==> src/sv/event_flag_group_waiters_defines.svh <==
// Assertion macros for the event flag group block.
// No dependencies; included by efg_dp, the module that carries assertions.
`ifndef EVENT_FLAG_GROUP_WAITERS_DEFINES_SVH
`define EVENT_FLAG_GROUP_WAITERS_DEFINES_SVH

// Implication checked every cycle outside reset.
`define EFG_ASSERT_IMP(label, clk, rst_n, ante, cons, msg) \
  label: assert property (@(posedge clk) disable iff (!rst_n) (ante) |-> (cons)) \
    else $error(msg);

// Next-cycle implication checked outside reset.
`define EFG_ASSERT_NEXT(label, clk, rst_n, ante, cons, msg) \
  label: assert property (@(posedge clk) disable iff (!rst_n) (ante) |=> (cons)) \
    else $error(msg);

`endif

==> src/sv/efg_pkg.sv <==
// Shared types and constants of the event flag group block.
// No dependencies.
package efg_pkg;

  localparam int unsigned WAITERS_DEF   = 8;
  localparam int unsigned FLAG_BITS_DEF = 16;

  typedef enum logic [1:0] {
    MODE_WAIT   = 2'd0,
    MODE_SET    = 2'd1,
    MODE_REINIT = 2'd2,
    MODE_NONE   = 2'd3
  } mode_t;

  typedef enum logic [2:0] {
    KIND_OK     = 3'd0,
    KIND_AGAIN  = 3'd1,
    KIND_QUEUED = 3'd2,
    KIND_WOKEN  = 3'd3,
    KIND_DONE   = 3'd4,
    KIND_FULL   = 3'd5
  } kind_t;

  typedef enum logic [1:0] {
    ST_IDLE,
    ST_SET_UPD,
    ST_SCAN,
    ST_DONE
  } state_t;

  typedef struct packed {
    logic [1:0]  mode;
    logic [7:0]  waiter_id;
    logic [7:0]  waiter_prio;
    logic        wait_all;
    logic        clear_on_exit;
    logic [15:0] wanted_flags;
    logic        can_wait;
    logic [15:0] set_value;
    logic [15:0] set_mask;
    logic [7:0]  running_prio;
  } in_t;

  typedef struct packed {
    logic [2:0]  kind;
    logic [7:0]  woken_id;
    logic [15:0] result_flags;
    logic        sched_needed;
    logic        last;
  } out_t;

  typedef struct packed {
    logic load;
    logic wait_go;
    logic reinit;
    logic set_upd;
    logic scan_step;
    logic done;
  } cmd_t;

  typedef struct packed {
    logic cnt_zero;
    logic scan_last;
  } status_t;

endpackage

==> src/sv/event_flag_group_waiters.sv <==
// Event flag group with an ordered queue of waiters.
// Wait items: result the next cycle; reinit items give no result; a new item each cycle while busy is low.
// Set item: update, one scan step per queued waiter, then done; busy meanwhile.
// Results are single-cycle strobes; the receiver cannot stall.
// Synchronous active-low reset clears the flag word, queue count and the initial word init_r.
// Top level; depends on efg_pkg, efg_ctrl and efg_dp.
module event_flag_group_waiters #(
  parameter int unsigned WAITERS   = efg_pkg::WAITERS_DEF,
  parameter int unsigned FLAG_BITS = efg_pkg::FLAG_BITS_DEF
) (
  input  logic           clk,
  input  logic           rst_n,
  input  logic           start,
  output logic           busy,
  input  efg_pkg::in_t   in_data,
  output logic           out_valid,
  output efg_pkg::out_t  out_data,
  input  logic           cfg_valid,
  output logic           cfg_ready,
  input  logic [15:0]    cfg_data
);

  efg_pkg::cmd_t    cmd;
  efg_pkg::status_t st;

  assign cfg_ready = 1'b1;

  efg_ctrl u_ctrl (
    .clk   (clk),
    .rst_n (rst_n),
    .start (start),
    .mode  (in_data.mode),
    .st    (st),
    .cmd   (cmd),
    .busy  (busy)
  );

  efg_dp #(
    .WAITERS   (WAITERS),
    .FLAG_BITS (FLAG_BITS)
  ) u_dp (
    .clk       (clk),
    .rst_n     (rst_n),
    .in_data   (in_data),
    .cfg_we    (cfg_valid && cfg_ready),
    .cfg_data  (cfg_data),
    .cmd       (cmd),
    .st        (st),
    .out_valid (out_valid),
    .out_data  (out_data)
  );

endmodule

==> src/sv/efg_ctrl.sv <==
// Sequencer of the event flag group: decodes items and steps the waiter scan.
// Depends on efg_pkg.
module efg_ctrl (
  input  logic              clk,
  input  logic              rst_n,
  input  logic              start,
  input  logic [1:0]        mode,
  input  efg_pkg::status_t  st,
  output efg_pkg::cmd_t     cmd,
  output logic              busy
);

  efg_pkg::state_t state_r, state_nxt;

  always_ff @(posedge clk) begin
    if (!rst_n) begin
      state_r <= efg_pkg::ST_IDLE;
    end else begin
      state_r <= state_nxt;
    end
  end

  always_comb begin
    state_nxt = state_r;
    unique case (state_r)
      efg_pkg::ST_IDLE: begin
        if (start && mode == efg_pkg::MODE_SET) state_nxt = efg_pkg::ST_SET_UPD;
      end
      efg_pkg::ST_SET_UPD: begin
        state_nxt = st.cnt_zero ? efg_pkg::ST_DONE : efg_pkg::ST_SCAN;
      end
      efg_pkg::ST_SCAN: begin
        if (st.scan_last) state_nxt = efg_pkg::ST_DONE;
      end
      efg_pkg::ST_DONE: begin
        state_nxt = efg_pkg::ST_IDLE;
      end
      default: state_nxt = efg_pkg::ST_IDLE;
    endcase
  end

  always_comb begin
    cmd  = '0;
    busy = 1'b1;
    unique case (state_r)
      efg_pkg::ST_IDLE: begin
        busy        = 1'b0;
        cmd.wait_go = start && mode == efg_pkg::MODE_WAIT;
        cmd.load    = start && mode == efg_pkg::MODE_SET;
        cmd.reinit  = start && mode == efg_pkg::MODE_REINIT;
      end
      efg_pkg::ST_SET_UPD: cmd.set_upd   = 1'b1;
      efg_pkg::ST_SCAN:    cmd.scan_step = 1'b1;
      efg_pkg::ST_DONE:    cmd.done      = 1'b1;
      default: ;
    endcase
  end

endmodule

==> src/sv/efg_dp.sv <==
// Datapath of the event flag group: flag word, ordered waiter queue, results.
// Depends on efg_pkg and event_flag_group_waiters_defines.svh.
`include "event_flag_group_waiters_defines.svh"
module efg_dp #(
  parameter int unsigned WAITERS   = efg_pkg::WAITERS_DEF,
  parameter int unsigned FLAG_BITS = efg_pkg::FLAG_BITS_DEF
) (
  input  logic              clk,
  input  logic              rst_n,
  input  efg_pkg::in_t      in_data,
  input  logic              cfg_we,
  input  logic [15:0]       cfg_data,
  input  efg_pkg::cmd_t     cmd,
  output efg_pkg::status_t  st,
  output logic              out_valid,
  output efg_pkg::out_t     out_data
);

  localparam int unsigned CW = $clog2(WAITERS + 1);
  localparam int unsigned IW = (WAITERS > 1) ? $clog2(WAITERS) : 1;
  localparam int unsigned FB = FLAG_BITS;

  logic [15:0]   init_r;
  logic [FB-1:0] flag_r;
  logic [CW-1:0] cnt_r;
  logic [CW-1:0] rem_r;
  logic [FB-1:0] acc_r;
  logic          sched_r;
  efg_pkg::in_t  item_r;

  logic [FB-1:0] wanted_r [WAITERS];
  logic          all_r    [WAITERS];
  logic          clr_r    [WAITERS];
  logic [7:0]    tag_r    [WAITERS];
  logic [7:0]    prio_r   [WAITERS];

  logic          out_valid_r;
  efg_pkg::out_t out_r;

  function automatic logic [FB-1:0] match(input logic [FB-1:0] w, input logic [FB-1:0] want,
                                          input logic all);
    logic [FB-1:0] m;
    m = w & want;
    if (all && m != want) m = '0;
    return m;
  endfunction

  logic [FB-1:0] in_want, wait_m, set_val, set_msk, head_m;
  logic          head_hit, head_sched, full;

  assign in_want    = FB'(in_data.wanted_flags);
  assign wait_m     = match(flag_r, in_want, in_data.wait_all);
  assign full       = cnt_r == CW'(WAITERS);
  assign set_val    = FB'(item_r.set_value);
  assign set_msk    = FB'(item_r.set_mask);
  assign head_m     = match(flag_r, wanted_r[0], all_r[0]);
  assign head_hit   = head_m != '0;
  assign head_sched = prio_r[0] > item_r.running_prio;

  assign st.cnt_zero  = cnt_r == '0;
  assign st.scan_last = rem_r == CW'(1);

  // control state
  always_ff @(posedge clk) begin
    if (!rst_n) begin
      init_r      <= '0;
      flag_r      <= '0;
      cnt_r       <= '0;
      rem_r       <= '0;
      out_valid_r <= 1'b0;
    end else begin
      if (cfg_we) init_r <= cfg_data;
      out_valid_r <= cmd.wait_go || (cmd.scan_step && head_hit) || cmd.done;
      if (cmd.reinit) begin
        flag_r <= FB'(init_r);
        cnt_r  <= '0;
      end
      if (cmd.wait_go && wait_m == '0 && in_data.can_wait && !full) cnt_r <= cnt_r + CW'(1);
      if (cmd.set_upd) begin
        flag_r <= flag_r ^ ((flag_r ^ set_val) & set_msk);
        rem_r  <= cnt_r;
      end
      if (cmd.scan_step) begin
        rem_r <= rem_r - CW'(1);
        if (head_hit) cnt_r <= cnt_r - CW'(1);
      end
      if (cmd.done) flag_r <= flag_r & ~acc_r;
    end
  end

  // payload: queue entries, accumulators, result register
  always_ff @(posedge clk) begin
    if (cmd.load) item_r <= in_data;
    if (cmd.set_upd) begin
      acc_r   <= '0;
      sched_r <= 1'b0;
    end
    if (cmd.wait_go && wait_m == '0 && in_data.can_wait && !full) begin
      wanted_r[cnt_r[IW-1:0]] <= in_want;
      all_r[cnt_r[IW-1:0]]    <= in_data.wait_all;
      clr_r[cnt_r[IW-1:0]]    <= in_data.clear_on_exit;
      tag_r[cnt_r[IW-1:0]]    <= in_data.waiter_id;
      prio_r[cnt_r[IW-1:0]]   <= in_data.waiter_prio;
    end
    if (cmd.scan_step) begin
      // pop the head; a miss goes back to the tail so order is kept
      for (int j = 0; j + 1 < WAITERS; j++) begin
        wanted_r[j] <= wanted_r[j+1];
        all_r[j]    <= all_r[j+1];
        clr_r[j]    <= clr_r[j+1];
        tag_r[j]    <= tag_r[j+1];
        prio_r[j]   <= prio_r[j+1];
      end
      if (head_hit) begin
        if (clr_r[0]) acc_r <= acc_r | head_m;
        if (head_sched) sched_r <= 1'b1;
      end else begin
        wanted_r[IW'(cnt_r - CW'(1))] <= wanted_r[0];
        all_r[IW'(cnt_r - CW'(1))]    <= all_r[0];
        clr_r[IW'(cnt_r - CW'(1))]    <= clr_r[0];
        tag_r[IW'(cnt_r - CW'(1))]    <= tag_r[0];
        prio_r[IW'(cnt_r - CW'(1))]   <= prio_r[0];
      end
    end

    out_r <= '0;
    if (cmd.wait_go) begin
      out_r.woken_id <= in_data.waiter_id;
      out_r.last     <= 1'b1;
      if (wait_m != '0) begin
        out_r.kind         <= efg_pkg::KIND_OK;
        out_r.result_flags <= 16'(wait_m);
      end else if (!in_data.can_wait) begin
        out_r.kind <= efg_pkg::KIND_AGAIN;
      end else if (full) begin
        out_r.kind <= efg_pkg::KIND_FULL;
      end else begin
        out_r.kind <= efg_pkg::KIND_QUEUED;
      end
    end else if (cmd.scan_step) begin
      out_r.kind         <= efg_pkg::KIND_WOKEN;
      out_r.woken_id     <= tag_r[0];
      out_r.result_flags <= 16'(head_m);
      out_r.sched_needed <= head_sched;
    end else if (cmd.done) begin
      out_r.kind         <= efg_pkg::KIND_DONE;
      out_r.sched_needed <= sched_r;
      out_r.last         <= 1'b1;
    end
  end

  assign out_valid = out_valid_r;
  assign out_data  = out_r;

  `EFG_ASSERT_IMP(a_cnt_range, clk, rst_n, 1'b1, cnt_r <= CW'(WAITERS), "queue count overflow")
  `EFG_ASSERT_NEXT(a_reinit_empty, clk, rst_n, cmd.reinit, cnt_r == '0, "reinit left waiters")
  `EFG_ASSERT_NEXT(a_done_last, clk, rst_n, cmd.done, out_valid_r && out_r.last, "done not last")
  `EFG_ASSERT_IMP(a_woken_not_last, clk, rst_n,
                  out_valid_r && out_r.kind == efg_pkg::KIND_WOKEN, !out_r.last,
                  "woken result marked last")

endmodule

==> config.mk <==
export PLATFORM = sky130hd
export DESIGN_NAME = event_flag_group_waiters
export DESIGN_NICKNAME = d
export VERILOG_FILES = /design/src/sv/efg_pkg.sv /design/src/sv/event_flag_group_waiters.sv /design/src/sv/efg_ctrl.sv /design/src/sv/efg_dp.sv
export VERILOG_INCLUDE_DIRS = /design/src /design/src/sv
export SDC_FILE = /design/constraint.sdc
export NUM_CORES = 1
export LEC_CHECK = 0
export CORE_ASPECT_RATIO = 1.1
export CORE_MARGIN = 2
export CORE_UTILIZATION = 55
export CTS_BUF_LIST = sky130_fd_sc_hd__clkbuf_4
export DETAILED_ROUTE_END_ITERATION = 16
export DONT_BUFFER_PORTS = 1
export PLACE_DENSITY = 0.79
export SLEW_MARGIN = 20
export SYNTH_ARGS = -nofsm -noshare
export SYNTH_HDL_FRONTEND = slang
export SYNTH_SLANG_ARGS = --single-unit
export TNS_END_PERCENT = 5
==> constraint.sdc <==
create_clock -name clk -period 13.3 [get_ports clk]
set_input_delay 0.665 -clock clk [delete_from_list [all_inputs] [get_ports clk]]
set_output_delay 0.665 -clock clk [all_outputs]
set_load 0.005 [all_outputs]
==> summary.md <==
| Metric | Value |
|---|---|
| Worst clock skew | 0.0696 ns |
| F_max | 247 MHz |
| Crit. Startpoint | u_dp.wanted_r[0][11] |
| Post-route ant nets | 0 |
| Area growth syn-to-layout | 10.5% |
| RR Endpoint | u_dp.tag_r[7][5] |
| Crit path launch type | flip-flop |
| Ys Warns | 0 |
| Post-layout min period | 4.04 ns |
| Vias per cell | 6.23 |
| Die Span X | 178 µm |
| Worst EP arrival | 4.44 ns |
| Post-Syn Area | 18400 µm² |
| Worst IR drop on VDD | 0.0000933 V |
| DRC errors left | 0 |
| Synth Register Bits | 401 |
| Ys async rst share | 0% |
| Synthesized Nets | 1789 |
| CTS Buf Count | 100 |
| Chip height | about 200 µm |
| Clock root cell | clkbuf_4 |
| Dominant cells by area after synthesis | edfxtp_1, dfxtp_1, a21oi_1 |
| Stages on the worst setup path | 8 |
| DP HPWL | about 27 mm |
| Period utilization | between 30% and 40% |
| CP Max Fanout | 69 |
| Detailed Routing Iterations Pass 1 | 5 |
| First-pass GRT wire length | roughly 73 mm |
| DRT Wirelength | 46.5 mm |
| Filler cells | between 2000 and 3000 |
| Maximum clock path buffer count | 3 |
| Reg2Reg Setup Slack | 9.26 ns |
| Worst slew margin | 31.1% |
| Top_reg_cell synth | edfxtp_1 |
| Vias | 13673 |
| R2r worst-path depth | 8 |
| Share of cells above drive strength 1 | a little over an eighth |
| R2r startpoint | u_dp.wanted_r[0][11] |
| Starting Density | between 50 and 60% |
| Synthesized area per cell | roughly 11 µm² |
| Vias in the first global route | between 10000 and 15000 |
| Setup Crit Path Kind | reg -> reg |
| WP data required | about 14 ns |
| Initial antenna violation count | 2 |
| Yosys top cell area share | between 50% and 60% |
| Slew @ Worst Pin | 1.03 ns |
| # setup viols final | 0 |
| Status | complete, no violations |
| Number of enable flip-flop cells after synthesis | 312 |
| Cell taking the most area after synthesis | edfxtp_1 |
| Num Clock Sinks | 401 |
| GRT Residual Overflow | 0 |
| Crit path max-delay cell type | buf_4 |
| Routability cong. | approximately 0.95 |
| Most used cell, CP | buf_4 |
| Worst skew pair latency | just under 0.8 ns |
| Hold Fails Final Rpt | 0 |
| First DRT Iteration DRCs | 1466 |
| Wire per inst | approximately 21 µm |
| Fin nets | 1797 |
| Synth top cells by count | a21oi_1, edfxtp_1, nor2_1, clkbuf_1, a211oi_1 |
| Port buffer count | 0 |
| Lkg Pwr | 7.11 nW |
| Max-cap violations | 0 |
| Worst-path clk slew | roughly 0.070 ns |
| Postcts setup bufs | 0 |
| GR Util All Layers | 26.7% |
| Final setup TNS | 0 ns |
| Critical path cell sequence | nor2b_1, a2111oi_0, nand4_1, a21oi_2, or4b_2, buf_4, o31ai_4, buf_4 |
| Unique cell type count in the Yosys netlist | 57 |
| Seq/Total Area, Yosys | about three fifths |
| Cell with the most instances after synthesis | a21oi_1 |
| Max incr delay on CP | 0.66 ns |
| CP Buf/Inv Count | 2 |
| Max Slew Vio Count | 0 |
| Num rows | 70 |
| Top Family by Delay on Critical Path | compound AO/OA/AOI/OAI gates |
| Crit path capture type | flip-flop |
| Largest net degree at the start of global routing | ~90 |
| RSZ-0062 raised after global routing | no |
| Synth Instances | ~1700 |
| Core footprint | around 33000 µm² |
| CP Capture Point | u_dp.tag_r[7][5] |
| Placed Instances | ~2000 |
| Worst hold path class | in -> reg |
| Die ar. | 34900 µm² |
| CTS tree | built |
| Non-filler cells, final | 2193 |
| Power Dens Cells | roughly 130 nW/µm² |
| Top-level port count | 129 |
| H-Tree Depth | 3 |
stage by stage:
stage                     instance area [µm²]  hold slack, ns  worst slack, ns  power, mW  utilization, %
after floorplan                         18400           0.430             8.33       1.59               -
after global placement                  18500           0.450             9.48       1.63            55.9
after detailed placement                18500           0.457             9.38       1.64            55.9
after CTS                               20300         0.00121             9.32       2.70            61.2
after global routing                    20300          0.0268             9.02       2.79            61.3
final                                   20300          0.0477             9.26       2.69            61.3
layer usage:
metal	GRT usage, %	wire, µm
met3	6.34	4960
met4	10.1	1440
met2	42.9	22000
met5	0	0
met1	35.5	18100
layout by cell type (no fill, tap or decap), drive strengths merged, types with 4 or more instances in the layout:
master	synthesis	final
a21oi	343	343
edfxtp	312	312
clkbuf	110	159
nor2	154	154
a211oi	103	103
dfxtp	89	89
inv	72	74
nor2b	71	71
nand2	62	62
mux2i	55	55
dlygate4sd3	0	45
a21o	39	39
o21ai	36	36
a22oi	26	26
buf	53	24
ha	17	17
clkinv	2	17
a31oi	15	15
o22ai	15	15
o31ai	13	13
mux2	11	11
a2111oi	8	8
nor3b	6	6
nor3	6	6
a22o	5	5
a221oi	5	5
nand3	4	4
or3	4	4
kinds of logic after synthesis:
| family | count (synthesis) | synth area share [%] |
|---|---|---|
| buf+inv | 237 | 5.41 |
| mux | 66 | 3.67 |
| other cells | 1 | 0.0204 |
| compound gates | 622 | 20.5 |
| fa+ha+maj | 17 | 1.16 |
| xor+xnor | 3 | 0.143 |
| simple gates | 328 | 8.48 |
| flops | 401 | 60.7 |
worst min path at each step:
stage / start / end / depth (start not counted)
finish: cfg_data[10] / u_dp.init_r[10] / 2
global route: in_data[73] / u_dp.out_data[24] / 2
CTS: in_data[73] / u_dp.out_data[24] / 2
detailed placement: u_dp.sched_r / u_dp.sched_r / 2
global placement: u_dp.sched_r / u_dp.sched_r / 2
floorplan: u_dp.sched_r / u_dp.sched_r / 2
registers in the layout, indices dropped and copies added, names as in the netlist, named ones only:
register and cells:
u_dp.out_valid 1, u_dp.clr_r 8, u_dp.wanted_r 128, u_dp.set_msk 16, u_dp.acc_r 16, u_dp.set_val 16, u_dp.prio_r 64, u_dp.init_r 16
u_ctrl.state_r 2, u_dp.out_data 29, u_dp.cnt_r 4, u_dp.item_r 8, u_dp.rem_r 4, u_dp.all_r 8, u_dp.sched_r 1, u_dp.tag_r 64
timing repair:
| item | CTS | global route |
|---|---|---|
| hold buffers | 45 | 0 |
| hold endpoints to repair | 45 | 0 |
| gates resized for setup | 0 | 0 |
where the power goes:
| group | internal, mW | leakage [nW] | switching, mW |
|---|---|---|---|
| Combinational | 0.0784 | 2.79 | 0.128 |
| Sequential | 1.40 | 3.54 | 0.0293 |
| Clock | 0.559 | 0.785 | 0.501 |
layout make-up:
class	count	area, µm²	share of cell area (%)
flip-flops and latches	401	11200	54.9
inverters	74	278	1.37
clock inverters	19	109	0.536
diodes	2	5.00	0.0247
clock buffers	159	1190	5.88
repair buffers	69	643	3.17
multi-input cells	1037	6380	31.4
well taps	432	541	2.66
Power figures use the tool's default switching activity.
